File: config.mk
export PLATFORM = sky130hd
export DESIGN_NAME = polygon_area_bbox_centroid
export DESIGN_NICKNAME = d
export VERILOG_FILES = /design/src/design/pabc_pkg.sv /design/src/design/pabc_div.sv /design/src/design/pabc_ctrl.sv /design/src/design/pabc_dp.sv /design/src/design/polygon_area_bbox_centroid.sv
export SDC_FILE = /design/constraint.sdc
export NUM_CORES = 2
export LEC_CHECK = 0
export BUFFER_PORTS_ARGS = -buffer_cell sky130_fd_sc_hd__buf_2
export CAP_MARGIN = 20
export CORE_ASPECT_RATIO = 1.1
export CORE_UTILIZATION = 59
export DETAILED_ROUTE_END_ITERATION = 16
export PLACE_DENSITY = 0.75
export SLEW_MARGIN = 20
export SYNTH_ARGS = -nofsm -noshare
export SYNTH_HDL_FRONTEND = slang
export SYNTH_SLANG_ARGS = --single-unit
File: constraint.sdc
create_clock -name clock -period 13.22 [get_ports clock]
set_clock_uncertainty 0.1 [all_clocks]
set_input_delay 1.322 -clock clock [delete_from_list [all_inputs] [get_ports clock]]
set_output_delay 1.322 -clock clock [all_outputs]
set_load 0.02 [all_outputs]
File: src/design/pabc_pkg.sv
// Shared constants, codes and controller/datapath interface types for the
// polygon area, bounding box and centroid block. Depends on nothing.
`timescale 1ns / 1ps

package pabc_pkg;

   // Coordinate and vertex-count limits
   localparam int COORD_BITS   = 24;
   localparam int MAX_VERTICES = 1024;

   // Derived widths
   localparam int PROD_BITS  = 2 * COORD_BITS;
   localparam int CROSS_BITS = 59;
   localparam int AREA_BITS  = 57;
   localparam int SUM_BITS   = 35;
   localparam int TOTAL_BITS = $clog2(MAX_VERTICES + 1);
   localparam int CNT_BITS   = $clog2(MAX_VERTICES + 2);
   localparam int DIV_STEPS  = SUM_BITS;
   localparam int STEP_BITS  = $clog2(DIV_STEPS);

   // Result status codes, highest priority first: overflow, short, zero area
   typedef enum logic [1:0] {
      STATUS_OK       = 2'd0,
      STATUS_SHORT    = 2'd1,
      STATUS_ZERO     = 2'd2,
      STATUS_OVERFLOW = 2'd3
   } status_type;

   // Commands from the controller to the datapath
   typedef struct packed {
      logic capture;    // take the incoming vertex word
      logic mul;        // register both cross-product terms
      logic acc;        // fold the products and the vertex into the sums
      logic close;      // use the first vertex as the edge end point
      logic div_start;  // load both centroid dividers
      logic div_step;   // one quotient bit in each divider
      logic load;       // move the finished result into the output register
   } cmd_type;

   // Status from the datapath to the controller
   typedef struct packed {
      logic last;       // captured vertex closes the polygon
      logic out_busy;   // output register holds a word that is not taken
   } stat_type;

endpackage

File: src/design/pabc_div.sv
// Bit-serial restoring divider lane: signed running sum over vertex count,
// truncated toward zero. Depends on pabc_pkg.
`timescale 1ns / 1ps

module pabc_div (
   input  logic                                  clock,
   input  logic                                  start,
   input  logic                                  step,
   input  logic signed [pabc_pkg::SUM_BITS-1:0]  dividend,
   input  logic [pabc_pkg::TOTAL_BITS-1:0]       divisor,
   output logic signed [pabc_pkg::COORD_BITS-1:0] quotient
);
   import pabc_pkg::*;

   logic [SUM_BITS-1:0]   quo_ff, quo_in;
   logic [TOTAL_BITS-1:0] rem_ff, rem_in;
   logic [TOTAL_BITS-1:0] dsr_ff, dsr_in;
   logic                  neg_ff, neg_in;
   logic [TOTAL_BITS+1:0] trial;
   logic [SUM_BITS-1:0]   mag;
   logic [SUM_BITS-1:0]   signed_quo;

   // Magnitude of the dividend; the sign is restored at the end
   assign mag = dividend[SUM_BITS-1] ? (~dividend + 1'b1) : dividend;

   // Trial subtract of the divisor from the shifted partial remainder
   assign trial = {1'b0, rem_ff, quo_ff[SUM_BITS-1]} - {2'b00, dsr_ff};

   always_comb begin
      quo_in = quo_ff;
      rem_in = rem_ff;
      dsr_in = dsr_ff;
      neg_in = neg_ff;
      if (start) begin
         quo_in = mag;
         rem_in = '0;
         dsr_in = divisor;
         neg_in = dividend[SUM_BITS-1];
      end else if (step) begin
         if (!trial[TOTAL_BITS+1]) begin
            rem_in = trial[TOTAL_BITS-1:0];
            quo_in = {quo_ff[SUM_BITS-2:0], 1'b1};
         end else begin
            rem_in = {rem_ff[TOTAL_BITS-2:0], quo_ff[SUM_BITS-1]};
            quo_in = {quo_ff[SUM_BITS-2:0], 1'b0};
         end
      end
   end

   always_ff @(posedge clock) begin
      quo_ff <= quo_in;
      rem_ff <= rem_in;
      dsr_ff <= dsr_in;
      neg_ff <= neg_in;
   end

   // Apply the sign and keep the coordinate width
   assign signed_quo = neg_ff ? (~quo_ff + 1'b1) : quo_ff;
   assign quotient   = signed_quo[COORD_BITS-1:0];

endmodule

File: src/design/pabc_ctrl.sv
// Controller state machine: sequences capture, multiply, accumulate, closing
// edge, centroid division and result load. Depends on pabc_pkg.
`timescale 1ns / 1ps

module pabc_ctrl (
   input  logic                clock,
   input  logic                reset,
   input  logic                req_valid,
   output logic                req_stall,
   input  pabc_pkg::stat_type  stat,
   output pabc_pkg::cmd_type   cmd
);
   import pabc_pkg::*;

   typedef enum logic [2:0] {
      S_IDLE,
      S_MUL,
      S_ACC,
      S_CMUL,
      S_CACC,
      S_DIVLD,
      S_DIV,
      S_LOAD
   } state_type;

   state_type            state_ff, state_in;
   logic [STEP_BITS-1:0] step_ff, step_in;
   logic                 req_stall_ff, req_stall_in;

   // Decode commands and the next state
   always_comb begin
      cmd      = '0;
      state_in = state_ff;
      step_in  = step_ff;
      case (state_ff)
         S_IDLE: begin
            cmd.capture = req_valid && !req_stall_ff;
            if (cmd.capture) begin
               state_in = S_MUL;
            end
         end
         S_MUL: begin
            cmd.mul  = 1'b1;
            state_in = S_ACC;
         end
         S_ACC: begin
            cmd.acc  = 1'b1;
            state_in = stat.last ? S_CMUL : S_IDLE;
         end
         S_CMUL: begin
            cmd.mul   = 1'b1;
            cmd.close = 1'b1;
            state_in  = S_CACC;
         end
         S_CACC: begin
            cmd.acc   = 1'b1;
            cmd.close = 1'b1;
            state_in  = S_DIVLD;
         end
         S_DIVLD: begin
            cmd.div_start = 1'b1;
            step_in       = STEP_BITS'(DIV_STEPS - 1);
            state_in      = S_DIV;
         end
         S_DIV: begin
            cmd.div_step = 1'b1;
            step_in      = step_ff - 1'b1;
            if (step_ff == '0) begin
               state_in = S_LOAD;
            end
         end
         S_LOAD: begin
            cmd.load = !stat.out_busy;
            if (cmd.load) begin
               state_in = S_IDLE;
            end
         end
         default: begin
            state_in = S_IDLE;
         end
      endcase
      req_stall_in = (state_in != S_IDLE);
   end

   // Hold state, step count and the registered stall
   always_ff @(posedge clock) begin
      if (reset) begin
         state_ff     <= S_IDLE;
         step_ff      <= '0;
         req_stall_ff <= 1'b0;
      end else begin
         state_ff     <= state_in;
         step_ff      <= step_in;
         req_stall_ff <= req_stall_in;
      end
   end

   assign req_stall = req_stall_ff;

   // Only one datapath action at a time
   a_one_action: assert property (@(posedge clock) disable iff (reset)
      $onehot0({cmd.capture, cmd.mul, cmd.acc, cmd.div_start, cmd.div_step, cmd.load}))
      else $error("pabc_ctrl: overlapping datapath commands");

   // An accepted word goes straight to the multiply step
   a_accept_mul: assert property (@(posedge clock) disable iff (reset)
      (req_valid && !req_stall) |=> (state_ff == S_MUL))
      else $error("pabc_ctrl: accepted vertex not multiplied next");

   // Never overwrite a result that is still waiting
   a_load_free: assert property (@(posedge clock) disable iff (reset)
      cmd.load |-> !stat.out_busy)
      else $error("pabc_ctrl: load into a busy output register");

endmodule

File: src/design/pabc_dp.sv
// Datapath: vertex capture, cross-product multipliers, running sums, bounds,
// centroid dividers and the result register. Depends on pabc_pkg, pabc_div.
`timescale 1ns / 1ps

module pabc_dp (
   input  logic                                   clock,
   input  logic                                   reset,
   input  pabc_pkg::cmd_type                      cmd,
   output pabc_pkg::stat_type                     stat,
   input  logic signed [pabc_pkg::COORD_BITS-1:0] req_vertex_x,
   input  logic signed [pabc_pkg::COORD_BITS-1:0] req_vertex_y,
   input  logic                                   req_last_vertex,
   output logic                                   rsp_valid,
   input  logic                                   rsp_stall,
   output logic [1:0]                             rsp_status,
   output logic [pabc_pkg::AREA_BITS-1:0]         rsp_area,
   output logic signed [pabc_pkg::COORD_BITS-1:0] rsp_centre_x,
   output logic signed [pabc_pkg::COORD_BITS-1:0] rsp_centre_y,
   output logic signed [pabc_pkg::COORD_BITS-1:0] rsp_box_centre_x,
   output logic signed [pabc_pkg::COORD_BITS-1:0] rsp_box_centre_y,
   output logic [pabc_pkg::COORD_BITS-1:0]        rsp_box_width,
   output logic [pabc_pkg::COORD_BITS-1:0]        rsp_box_height,
   output logic [pabc_pkg::TOTAL_BITS-1:0]        rsp_vertex_total
);
   import pabc_pkg::*;

   // Captured vertex
   logic signed [COORD_BITS-1:0] vx_ff, vy_ff;
   logic                         last_ff;

   // Polygon state
   logic signed [COORD_BITS-1:0] first_x_ff, first_y_ff, prev_x_ff, prev_y_ff;
   logic signed [COORD_BITS-1:0] min_x_ff, max_x_ff, min_y_ff, max_y_ff;
   logic signed [SUM_BITS-1:0]   sum_x_ff, sum_y_ff;
   logic [CROSS_BITS-1:0]        cross_ff;
   logic [CNT_BITS-1:0]          count_ff, count_in;

   // Cross-product terms
   logic signed [COORD_BITS-1:0] end_x, end_y;
   logic signed [PROD_BITS-1:0]  prod_a_ff, prod_b_ff;
   logic [PROD_BITS:0]           diff;
   logic [CROSS_BITS-1:0]        diff_ext;

   // Result terms
   logic                         overflow;
   logic [TOTAL_BITS-1:0]        total;
   logic [CROSS_BITS-1:0]        cross_mag;
   logic [COORD_BITS:0]          box_sum_x, box_sum_y;
   logic signed [COORD_BITS-1:0] quo_x, quo_y;
   status_type                   status;

   // Output register
   logic                         rsp_valid_ff, rsp_valid_in;
   logic [1:0]                   status_ff;
   logic [AREA_BITS-1:0]         area_ff;
   logic signed [COORD_BITS-1:0] centre_x_ff, centre_y_ff, box_cx_ff, box_cy_ff;
   logic [COORD_BITS-1:0]        box_w_ff, box_h_ff;
   logic [TOTAL_BITS-1:0]        total_ff;

   // Capture the incoming word
   always_ff @(posedge clock) begin
      if (cmd.capture) begin
         vx_ff   <= req_vertex_x;
         vy_ff   <= req_vertex_y;
         last_ff <= req_last_vertex;
      end
   end

   // Edge end point: this vertex, or the first one for the closing edge
   assign end_x = cmd.close ? first_x_ff : vx_ff;
   assign end_y = cmd.close ? first_y_ff : vy_ff;

   // Register both products of prev x end - end x prev
   always_ff @(posedge clock) begin
      if (cmd.mul) begin
         prod_a_ff <= prev_x_ff * end_y;
         prod_b_ff <= end_x * prev_y_ff;
      end
   end

   assign diff     = {prod_a_ff[PROD_BITS-1], prod_a_ff} - {prod_b_ff[PROD_BITS-1], prod_b_ff};
   assign diff_ext = {{(CROSS_BITS-PROD_BITS-1){diff[PROD_BITS]}}, diff};

   // Vertex count: saturate one past the limit to flag overflow
   always_comb begin
      count_in = count_ff;
      if (cmd.load) begin
         count_in = '0;
      end else if (cmd.acc && !cmd.close) begin
         if (count_ff < CNT_BITS'(MAX_VERTICES)) begin
            count_in = count_ff + 1'b1;
         end else begin
            count_in = CNT_BITS'(MAX_VERTICES + 1);
         end
      end
   end

   always_ff @(posedge clock) begin
      if (reset) begin
         count_ff <= '0;
      end else begin
         count_ff <= count_in;
      end
   end

   // Accumulate: reload on the first vertex, drop vertices past the limit
   always_ff @(posedge clock) begin
      if (cmd.acc && cmd.close) begin
         cross_ff <= cross_ff + diff_ext;
      end else if (cmd.acc && count_ff == '0) begin
         first_x_ff <= vx_ff;
         first_y_ff <= vy_ff;
         prev_x_ff  <= vx_ff;
         prev_y_ff  <= vy_ff;
         min_x_ff   <= vx_ff;
         max_x_ff   <= vx_ff;
         min_y_ff   <= vy_ff;
         max_y_ff   <= vy_ff;
         sum_x_ff   <= {{(SUM_BITS-COORD_BITS){vx_ff[COORD_BITS-1]}}, vx_ff};
         sum_y_ff   <= {{(SUM_BITS-COORD_BITS){vy_ff[COORD_BITS-1]}}, vy_ff};
         cross_ff   <= '0;
      end else if (cmd.acc && count_ff < CNT_BITS'(MAX_VERTICES)) begin
         cross_ff  <= cross_ff + diff_ext;
         sum_x_ff  <= sum_x_ff + {{(SUM_BITS-COORD_BITS){vx_ff[COORD_BITS-1]}}, vx_ff};
         sum_y_ff  <= sum_y_ff + {{(SUM_BITS-COORD_BITS){vy_ff[COORD_BITS-1]}}, vy_ff};
         prev_x_ff <= vx_ff;
         prev_y_ff <= vy_ff;
         if (vx_ff < min_x_ff) begin
            min_x_ff <= vx_ff;
         end
         if (vx_ff > max_x_ff) begin
            max_x_ff <= vx_ff;
         end
         if (vy_ff < min_y_ff) begin
            min_y_ff <= vy_ff;
         end
         if (vy_ff > max_y_ff) begin
            max_y_ff <= vy_ff;
         end
      end
   end

   // Vertex total used for the mean and reported
   assign overflow = (count_ff > CNT_BITS'(MAX_VERTICES));
   assign total    = overflow ? TOTAL_BITS'(MAX_VERTICES) : TOTAL_BITS'(count_ff);

   // Centroid dividers, one lane per axis
   pabc_div u_div_x (
      .clock    (clock),
      .start    (cmd.div_start),
      .step     (cmd.div_step),
      .dividend (sum_x_ff),
      .divisor  (total),
      .quotient (quo_x)
   );

   pabc_div u_div_y (
      .clock    (clock),
      .start    (cmd.div_start),
      .step     (cmd.div_step),
      .dividend (sum_y_ff),
      .divisor  (total),
      .quotient (quo_y)
   );

   // Area magnitude, box terms and status
   assign cross_mag = cross_ff[CROSS_BITS-1] ? (~cross_ff + 1'b1) : cross_ff;
   assign box_sum_x = {max_x_ff[COORD_BITS-1], max_x_ff} + {min_x_ff[COORD_BITS-1], min_x_ff};
   assign box_sum_y = {max_y_ff[COORD_BITS-1], max_y_ff} + {min_y_ff[COORD_BITS-1], min_y_ff};

   always_comb begin
      if (overflow) begin
         status = STATUS_OVERFLOW;
      end else if (total < TOTAL_BITS'(3)) begin
         status = STATUS_SHORT;
      end else if (cross_ff == '0) begin
         status = STATUS_ZERO;
      end else begin
         status = STATUS_OK;
      end
   end

   // Output word valid: set on load, drop when taken
   always_comb begin
      rsp_valid_in = rsp_valid_ff;
      if (cmd.load) begin
         rsp_valid_in = 1'b1;
      end else if (rsp_valid_ff && !rsp_stall) begin
         rsp_valid_in = 1'b0;
      end
   end

   always_ff @(posedge clock) begin
      if (reset) begin
         rsp_valid_ff <= 1'b0;
      end else begin
         rsp_valid_ff <= rsp_valid_in;
      end
   end

   // Load the result word
   always_ff @(posedge clock) begin
      if (cmd.load) begin
         status_ff   <= status;
         area_ff     <= cross_mag[AREA_BITS:1];
         centre_x_ff <= quo_x;
         centre_y_ff <= quo_y;
         box_cx_ff   <= box_sum_x[COORD_BITS:1];
         box_cy_ff   <= box_sum_y[COORD_BITS:1];
         box_w_ff    <= max_x_ff - min_x_ff;
         box_h_ff    <= max_y_ff - min_y_ff;
         total_ff    <= total;
      end
   end

   assign stat.last     = last_ff;
   assign stat.out_busy = rsp_valid_ff && rsp_stall;

   assign rsp_valid        = rsp_valid_ff;
   assign rsp_status       = status_ff;
   assign rsp_area         = area_ff;
   assign rsp_centre_x     = centre_x_ff;
   assign rsp_centre_y     = centre_y_ff;
   assign rsp_box_centre_x = box_cx_ff;
   assign rsp_box_centre_y = box_cy_ff;
   assign rsp_box_width    = box_w_ff;
   assign rsp_box_height   = box_h_ff;
   assign rsp_vertex_total = total_ff;

   // Count never passes the overflow mark
   a_count_range: assert property (@(posedge clock) disable iff (reset)
      count_ff <= CNT_BITS'(MAX_VERTICES + 1))
      else $error("pabc_dp: vertex count out of range");

   // A load leaves a valid word and a cleared polygon
   a_load_clears: assert property (@(posedge clock) disable iff (reset)
      cmd.load |=> (rsp_valid_ff && count_ff == '0))
      else $error("pabc_dp: load did not present a word and clear the count");

   // Bounds stay ordered once a vertex is in
   a_bounds: assert property (@(posedge clock) disable iff (reset)
      (count_ff != '0) |-> (min_x_ff <= max_x_ff && min_y_ff <= max_y_ff))
      else $error("pabc_dp: bounding box inverted");

endmodule

File: src/design/polygon_area_bbox_centroid.sv
// Top level of the polygon area, bounding box and centroid block: joins the
// controller and the datapath. Depends on pabc_pkg, pabc_ctrl, pabc_dp.
`timescale 1ns / 1ps

// Vertices of one polygon arrive one word at a time in signed Q15.8, with
// req_last_vertex set on the closing vertex; one result word follows each
// closing vertex. Each vertex is accepted, multiplied through the pair of
// 24x24 multipliers and accumulated; req_stall is high while a word is
// multiplied and accumulated. The closing vertex then adds the closing
// edge, a load of the centroid dividers and the bit-serial dividers (one
// quotient bit per cycle), then a load of the output register, with
// req_stall high throughout. The output register lets the next polygon
// start while the result waits; a second result waits until the first is
// taken. Vertices past 1024 are counted only for the overflow status. The
// area is the absolute shoelace sum halved (Q.16), the centre is the vertex
// mean truncated toward zero.
module polygon_area_bbox_centroid (
   input  logic                                   clock,
   input  logic                                   reset,
   input  logic                                   req_valid,
   output logic                                   req_stall,
   input  logic signed [pabc_pkg::COORD_BITS-1:0] req_vertex_x,
   input  logic signed [pabc_pkg::COORD_BITS-1:0] req_vertex_y,
   input  logic                                   req_last_vertex,
   output logic                                   rsp_valid,
   input  logic                                   rsp_stall,
   output logic [1:0]                             rsp_status,
   output logic [pabc_pkg::AREA_BITS-1:0]         rsp_area,
   output logic signed [pabc_pkg::COORD_BITS-1:0] rsp_centre_x,
   output logic signed [pabc_pkg::COORD_BITS-1:0] rsp_centre_y,
   output logic signed [pabc_pkg::COORD_BITS-1:0] rsp_box_centre_x,
   output logic signed [pabc_pkg::COORD_BITS-1:0] rsp_box_centre_y,
   output logic [pabc_pkg::COORD_BITS-1:0]        rsp_box_width,
   output logic [pabc_pkg::COORD_BITS-1:0]        rsp_box_height,
   output logic [pabc_pkg::TOTAL_BITS-1:0]        rsp_vertex_total
);
   import pabc_pkg::*;

   cmd_type  cmd;
   stat_type stat;

   // Sequence each vertex and the end-of-polygon work
   pabc_ctrl u_ctrl (
      .clock     (clock),
      .reset     (reset),
      .req_valid (req_valid),
      .req_stall (req_stall),
      .stat      (stat),
      .cmd       (cmd)
   );

   // Accumulate, divide and hold the result word
   pabc_dp u_dp (
      .clock            (clock),
      .reset            (reset),
      .cmd              (cmd),
      .stat             (stat),
      .req_vertex_x     (req_vertex_x),
      .req_vertex_y     (req_vertex_y),
      .req_last_vertex  (req_last_vertex),
      .rsp_valid        (rsp_valid),
      .rsp_stall        (rsp_stall),
      .rsp_status       (rsp_status),
      .rsp_area         (rsp_area),
      .rsp_centre_x     (rsp_centre_x),
      .rsp_centre_y     (rsp_centre_y),
      .rsp_box_centre_x (rsp_box_centre_x),
      .rsp_box_centre_y (rsp_box_centre_y),
      .rsp_box_width    (rsp_box_width),
      .rsp_box_height   (rsp_box_height),
      .rsp_vertex_total (rsp_vertex_total)
   );

endmodule

Yosys cells after proc, flatten, opt, wreduce, memory -nomap -nowiden
Index checks and enable logic that the tools add are counted.
- flip-flop bits (word level): 807
- output and inout port bits: 216
- logic and storage cells: 170
- add/sub/neg operators: 17
- multipliers: 2
- $lt $le $gt $ge: 7
- eq/ne operators: 7
- muxes and demuxes: 57
- bitwise logic cells: 6
- reduce and logical (&&, ||, !) cells: 36
- operator list (operator ; number):
    $mux 24 ; 20
    $mux 35 ; 10
    $mux 59 ; 3
    $mul 24x24->48 ; 2
    $add 35x1->35 const B ; 2
    $add 35x35->35 ; 2
    $not 35->35 ; 2
    $add 59x59->59 ; 1
    $logic_not 59->1 ; 1
    $add 58x1->58 const B ; 1
    $mux 58 ; 1
    $not 58->58 ; 1
    $add 24x24->25 ; 2
    $sub 48x48->49 ; 1
    $add 24x1->24 const B ; 2
    $gt 24x24->1 ; 2
    $lt 24x24->1 ; 2
    $not 24->24 ; 2
    $sub 24x24->24 ; 2
    $mux 11 ; 4
    $sub 12x11->13 ; 2
    $pmux 3 s8 ; 1
    $reduce_bool 2->1 ; 8
    $eq 3x3->1 const B ; 4
    21 further kinds ; 54

Depth between registers and ports, before layout
- word-level depth: 7
- depth in mapped cells: 36

Cells and area by module
Synthesis repeated with hierarchy kept, for this count alone.
- cells, all modules: 8988
- area total of the unflattened synthesis: 90357.9 sq um
- modules (own cells, without submodules) (module ; times used ; cells an instance ; area an instance (sq um) ; sequential area each (sq um)):
    pabc_dp ; 1 ; 8093 ; 81956.1 ; 20659.8
    pabc_div ; 2 ; 413 ; 3922.5 ; 1631.6
    pabc_ctrl ; 1 ; 69 ; 556.8 ; 200.2

Worst setup path after synthesis
Ideal clock, no wire load.
- path kind: input-to-reg
- start: input port rsp_stall
- end: register u_ctrl.req_stall_ff, in the netlist u_ctrl.req_stall
- arrival time: 12773 ps
- data required time: 12993 ps
- setup slack: 220 ps
- cell stages on the path: 4
- buffers on the path: 0
- cells stage by stage: a21oi_1 > or2_1 > nor2_1 > or3_1
- word-level cells in the longest chain between the ends: 4
- RTL lines (what ; RTL line ; text):
    from (decl) ; polygon_area_bbox_centroid.sv:26 ; input logic rsp_stall,
    $logic_and 1x1->1 ; pabc_dp.sv:217 ; assign stat.out_busy = rsp_valid_ff && rsp_stall;
    $mux 3 ; pabc_ctrl.sv:74 ; if (cmd.load) begin
    $pmux 3 s8 ; pabc_ctrl.sv:35 ; case (state_ff)
    $reduce_bool 3->1 ; pabc_ctrl.sv:82 ; req_stall_in = (state_in != S_IDLE);
    to (signal assigned) ; pabc_ctrl.sv:94 ; req_stall_ff <= req_stall_in;
    to (decl) ; pabc_ctrl.sv:28 ; logic req_stall_ff, req_stall_in;
Every way passes these cells.
A chain may end at the register's enable or synchronous reset.

Worst setup path after layout
- start: register u_ctrl.state_ff[2]
- end: register u_dp.prod_b_ff[41], data pin
- word-level cells in the longest chain between the ends: 5
- elaborated cells on any way between the ends: 6
- classes of those cells: 1 x mul; 2 x eq/ne; 2 x mux; 1 x reduce/logical
- RTL lines (what ; RTL line ; text):
    from (decl) ; pabc_ctrl.sv:26 ; state_type state_ff, state_in;
    from (signal assigned) ; pabc_ctrl.sv:92 ; state_ff <= state_in;
    $eq 3x2->1 / $eq 3x3->1 (equally long branches) ; pabc_ctrl.sv:35 ;
    $reduce_or 2->1 (no source line) * ; -- ;
    $mux 1 * ; pabc_ctrl.sv:35 ;
    $mux 24 * ; pabc_dp.sv:70 ; assign end_x = cmd.close ? first_x_ff : vx_ff;
    $mul 24x24->48 * ; pabc_dp.sv:77 ; prod_b_ff <= end_x * prev_y_ff;
    to (signal assigned) ; pabc_dp.sv:77 ;
    to (decl) ; pabc_dp.sv:40 ; logic signed [PROD_BITS-1:0] prod_a_ff, prod_b_ff;
Mark *: on every way between the ends. The rest lies on a longest branch, timed or not.

==> flow_metrics.tcl <==
set metrics [dict create \
    cts_htree_levels 3 \
    io_pins 269 \
    maxCapViolations 0 \
    cp_common_cell "fa_1" \
    startpoint_type "register" \
    die_h_microns 409 \
    routed_wl_microns 233000 \
    n_fill_cell 11761 \
    clk_pin_slew_worst_paths_ns 0.06 \
    drt_iter0_drc 5007 \
    crit_type "register to register" \
    cp_top_family "adder cells" \
    fin_crit_sh_pct 82.1 \
    fin_nets 10871 \
    clk_latency_ns 0.76 \
    cts_root_buf "clkbuf_16" \
    relSlewSlack_pct 17.8 \
    worstPathArrival_ns 11.18 \
    r2r_start "u_ctrl.state_ff[2]$_SDFF_PP0_" \
    area_growth_pct 7.39 \
    timing.fmax_ghz 0.0921 \
    synth_edf_count 763 \
    synthTopCellsByCount "inv_1 (1477), fa_1 (1224), nand2_1 (884), edfxtp_1 (763), ha_1 (661)" \
    crit_path_end_kind "register" \
    rows 148 \
    worstRegToRegCells 29 \
    ys_ff_latch 807 \
    rsz0062_at_grt "no" \
    vias_per_cell 5.87 \
    ys_top_cells_by_area "fa_1 (28%), edfxtp_1 (26%), ha_1 (9.3%)" \
    path_max_fanout 32 \
    dieWidth_microns 372 \
    tightest_slew_ns 1.23 \
    drc 0 \
    yosysWarningCount 0 \
    portBuffers 268 \
    antenna_found_initial 3 \
    track_usage_pct 31.2 \
    grt-ovfl-total 0 \
    crit_end "u_dp.prod_b_ff[41]$_DFFE_PP_" \
    initial_utilization_pct 59.7 \
    ant_nets 0 \
    dp_hpwl_microns 179000 \
    synth_top_cell_area_share_pct 27.6 \
    fin_crit_ns 10.86 \
    reg2reg_slack_ns 2.36 \
    hold_viol 0 \
    synth.most_common_cell "inv_1" \
    tns_ns 0 \
    place.gp.congestion 0.942 \
    startpoint "u_ctrl.state_ff[2]$_SDFF_PP0_" \
    cts_resized 0 \
    yosysTopAreaCell "fa_1" \
    post_dp_cell_area_sq_mm 0.0922 \
    post-route-cell-area_sq_mm 0.0954 \
    holdBufCountCts 0 \
    path_depth 29 \
    grt_max_degree 134 \
    cts_tree "done" \
    drive_above_1_share_pct 6.94 \
    ys_async_sr_fraction_pct 0 \
    final-max-slew-violation-count 0 \
    ys.flop_type "edfxtp_1" \
    grt_pass1_vias 67479 \
    synth_area_sq_mm 0.0888 \
    crit_buf_inv 7 \
    wl_per_cell_microns 21.2 \
    status "finished clean" \
    worst_hold_path_type "register to register" \
    grt_pass1_wl_microns 368000 \
    clock_path_buffers 3 \
    reg2reg_to "u_dp.prod_b_ff[41]$_DFFE_PP_" \
    die_area_sq_mm 0.152 \
    cts_buffers 89 \
    cp_slowest_cell "a221oi_1" \
    core_sq_mm 0.149 \
    postCtsSetupBuffers 0 \
    seq_area_frac_synth_pct 26.8 \
    vias 64320 \
    syn-num-nets 10745 \
    synth_cell_types 81 \
    clock-sinks 807 \
    dr.pass1.iters 6 \
    postSynthCellCount 8807 \
    cp_slowest_stage_delay_ns 0.81 \
    finalSetupViolCount 0 \
    syn_area_per_cell_sq_um 10.1 \
    cp.required_ns 13.54 \
]
-- cells by family (layout without fill, tap and decap cells) --
group / Yosys count / count (layout) / synth area share, %
XOR/XNOR: 507 / 507 / 5.00
AO/OA/AOI/OAI: 1394 / 1394 / 9.95
adder cells (fa/ha/maj): 1885 / 1885 / 36.9
other: 0 / 5 / 0
buffers and inverters: 1805 / 2006 / 7.63
AND/OR/NAND/NOR: 2357 / 2357 / 13.1
flip-flops: 807 / 807 / 26.8
multiplexers: 52 / 52 / 0.645
-- flip-flops by register name, summed over array words and instances, names as in the netlist, 35 cells and up --
signal	cells
u_dp.cross_ff	59
u_dp.prod_a_ff	48
u_dp.prod_b_ff	48
u_dp.rsp_area	57
u_dp.sum_x_ff	35
u_dp.sum_y_ff	35
u_dp.u_div_x.quo_ff	35
u_dp.u_div_y.quo_ff	35
-- per-stage QoR --
stage          util (%)  std cells  setup WS (ns)  hold slack [ns]
2_1_floorplan         -       8807          0.220            0.324
3_3_place_gp       62.0      10786           2.39            0.361
3_5_place_dp       62.0      10787           2.56            0.376
4_1_cts            64.1      10953           2.52            0.384
5_1_grt            64.1      10961           1.94            0.415
6_report           64.1      10963           2.36            0.387
-- metal layers --
layer	track usage (%)	part of all wire (%)
met5	0	0.0056
met2	51.9	48
met1	39.0	39
met3	4.06	6.4
met4	18.5	6.8
-- cells in the final DEF, fill, tap and decap left out, drive strengths merged, types with 71 or more instances in the layout --
cell type / Yosys / routed
nor2b: 199 / 199
xor2: 184 / 184
buf: 8 / 362
nand3: 71 / 71
clkbuf: 320 / 111
a21oi: 380 / 380
nor3: 76 / 76
ha: 661 / 661
nand2: 884 / 884
o31ai: 71 / 71
edfxtp: 763 / 763
fa: 1224 / 1224
a21o: 209 / 209
nor2: 351 / 351
xnor2: 323 / 323
o21ai: 361 / 361
and2: 418 / 418
nand2b: 80 / 80
inv: 1477 / 1478
-- worst reg2reg max path, delay by kind of cell (launching register included) --
kind | cells | cell delay [ns]
AO/OA/AOI/OAI | 11 | 3.81
adder cells (fa/ha/maj) | 8 | 3.87
buffers and inverters | 7 | 0.90
multiplexers | 1 | 0.62
flip-flops | 1 | 0.80
AND/OR/NAND/NOR | 2 | 0.45
-- worst min path at each step --
stage                                   start  depth (start not counted)                             end
6_report       u_ctrl.step_ff[4]$_SDFFE_PP0P_                          2  u_ctrl.step_ff[4]$_SDFFE_PP0P_
3_5_place_dp   u_ctrl.step_ff[4]$_SDFFE_PP0P_                          2  u_ctrl.step_ff[4]$_SDFFE_PP0P_
2_1_floorplan     u_dp.sum_x_ff[34]$_DFFE_PP_                          0   u_dp.u_div_x.neg_ff$_DFFE_PP_
5_1_grt        u_ctrl.step_ff[4]$_SDFFE_PP0P_                          2  u_ctrl.step_ff[4]$_SDFFE_PP0P_
4_1_cts        u_ctrl.step_ff[4]$_SDFFE_PP0P_                          2  u_ctrl.step_ff[4]$_SDFFE_PP0P_
3_3_place_gp   u_ctrl.step_ff[4]$_SDFFE_PP0P_                          2  u_ctrl.step_ff[4]$_SDFFE_PP0P_
-- final cells by class --
class | instances | area [sq um] | share of cell area (%)
clock buffer | 111 | 2350 | 2.47
timing repair buffer | 363 | 2120 | 2.22
sequential | 807 | 23800 | 24.9
antenna | 5 | 12.5 | 0.0131
multi-input combinational | 6195 | 58400 | 61.2
clock inverter | 55 | 744 | 0.781
inverter | 1477 | 5550 | 5.82
tap | 1950 | 2440 | 2.56
Power is not shown: default switching activity piles up to over one toggle a cycle in this logic, so the estimate is an artifact.
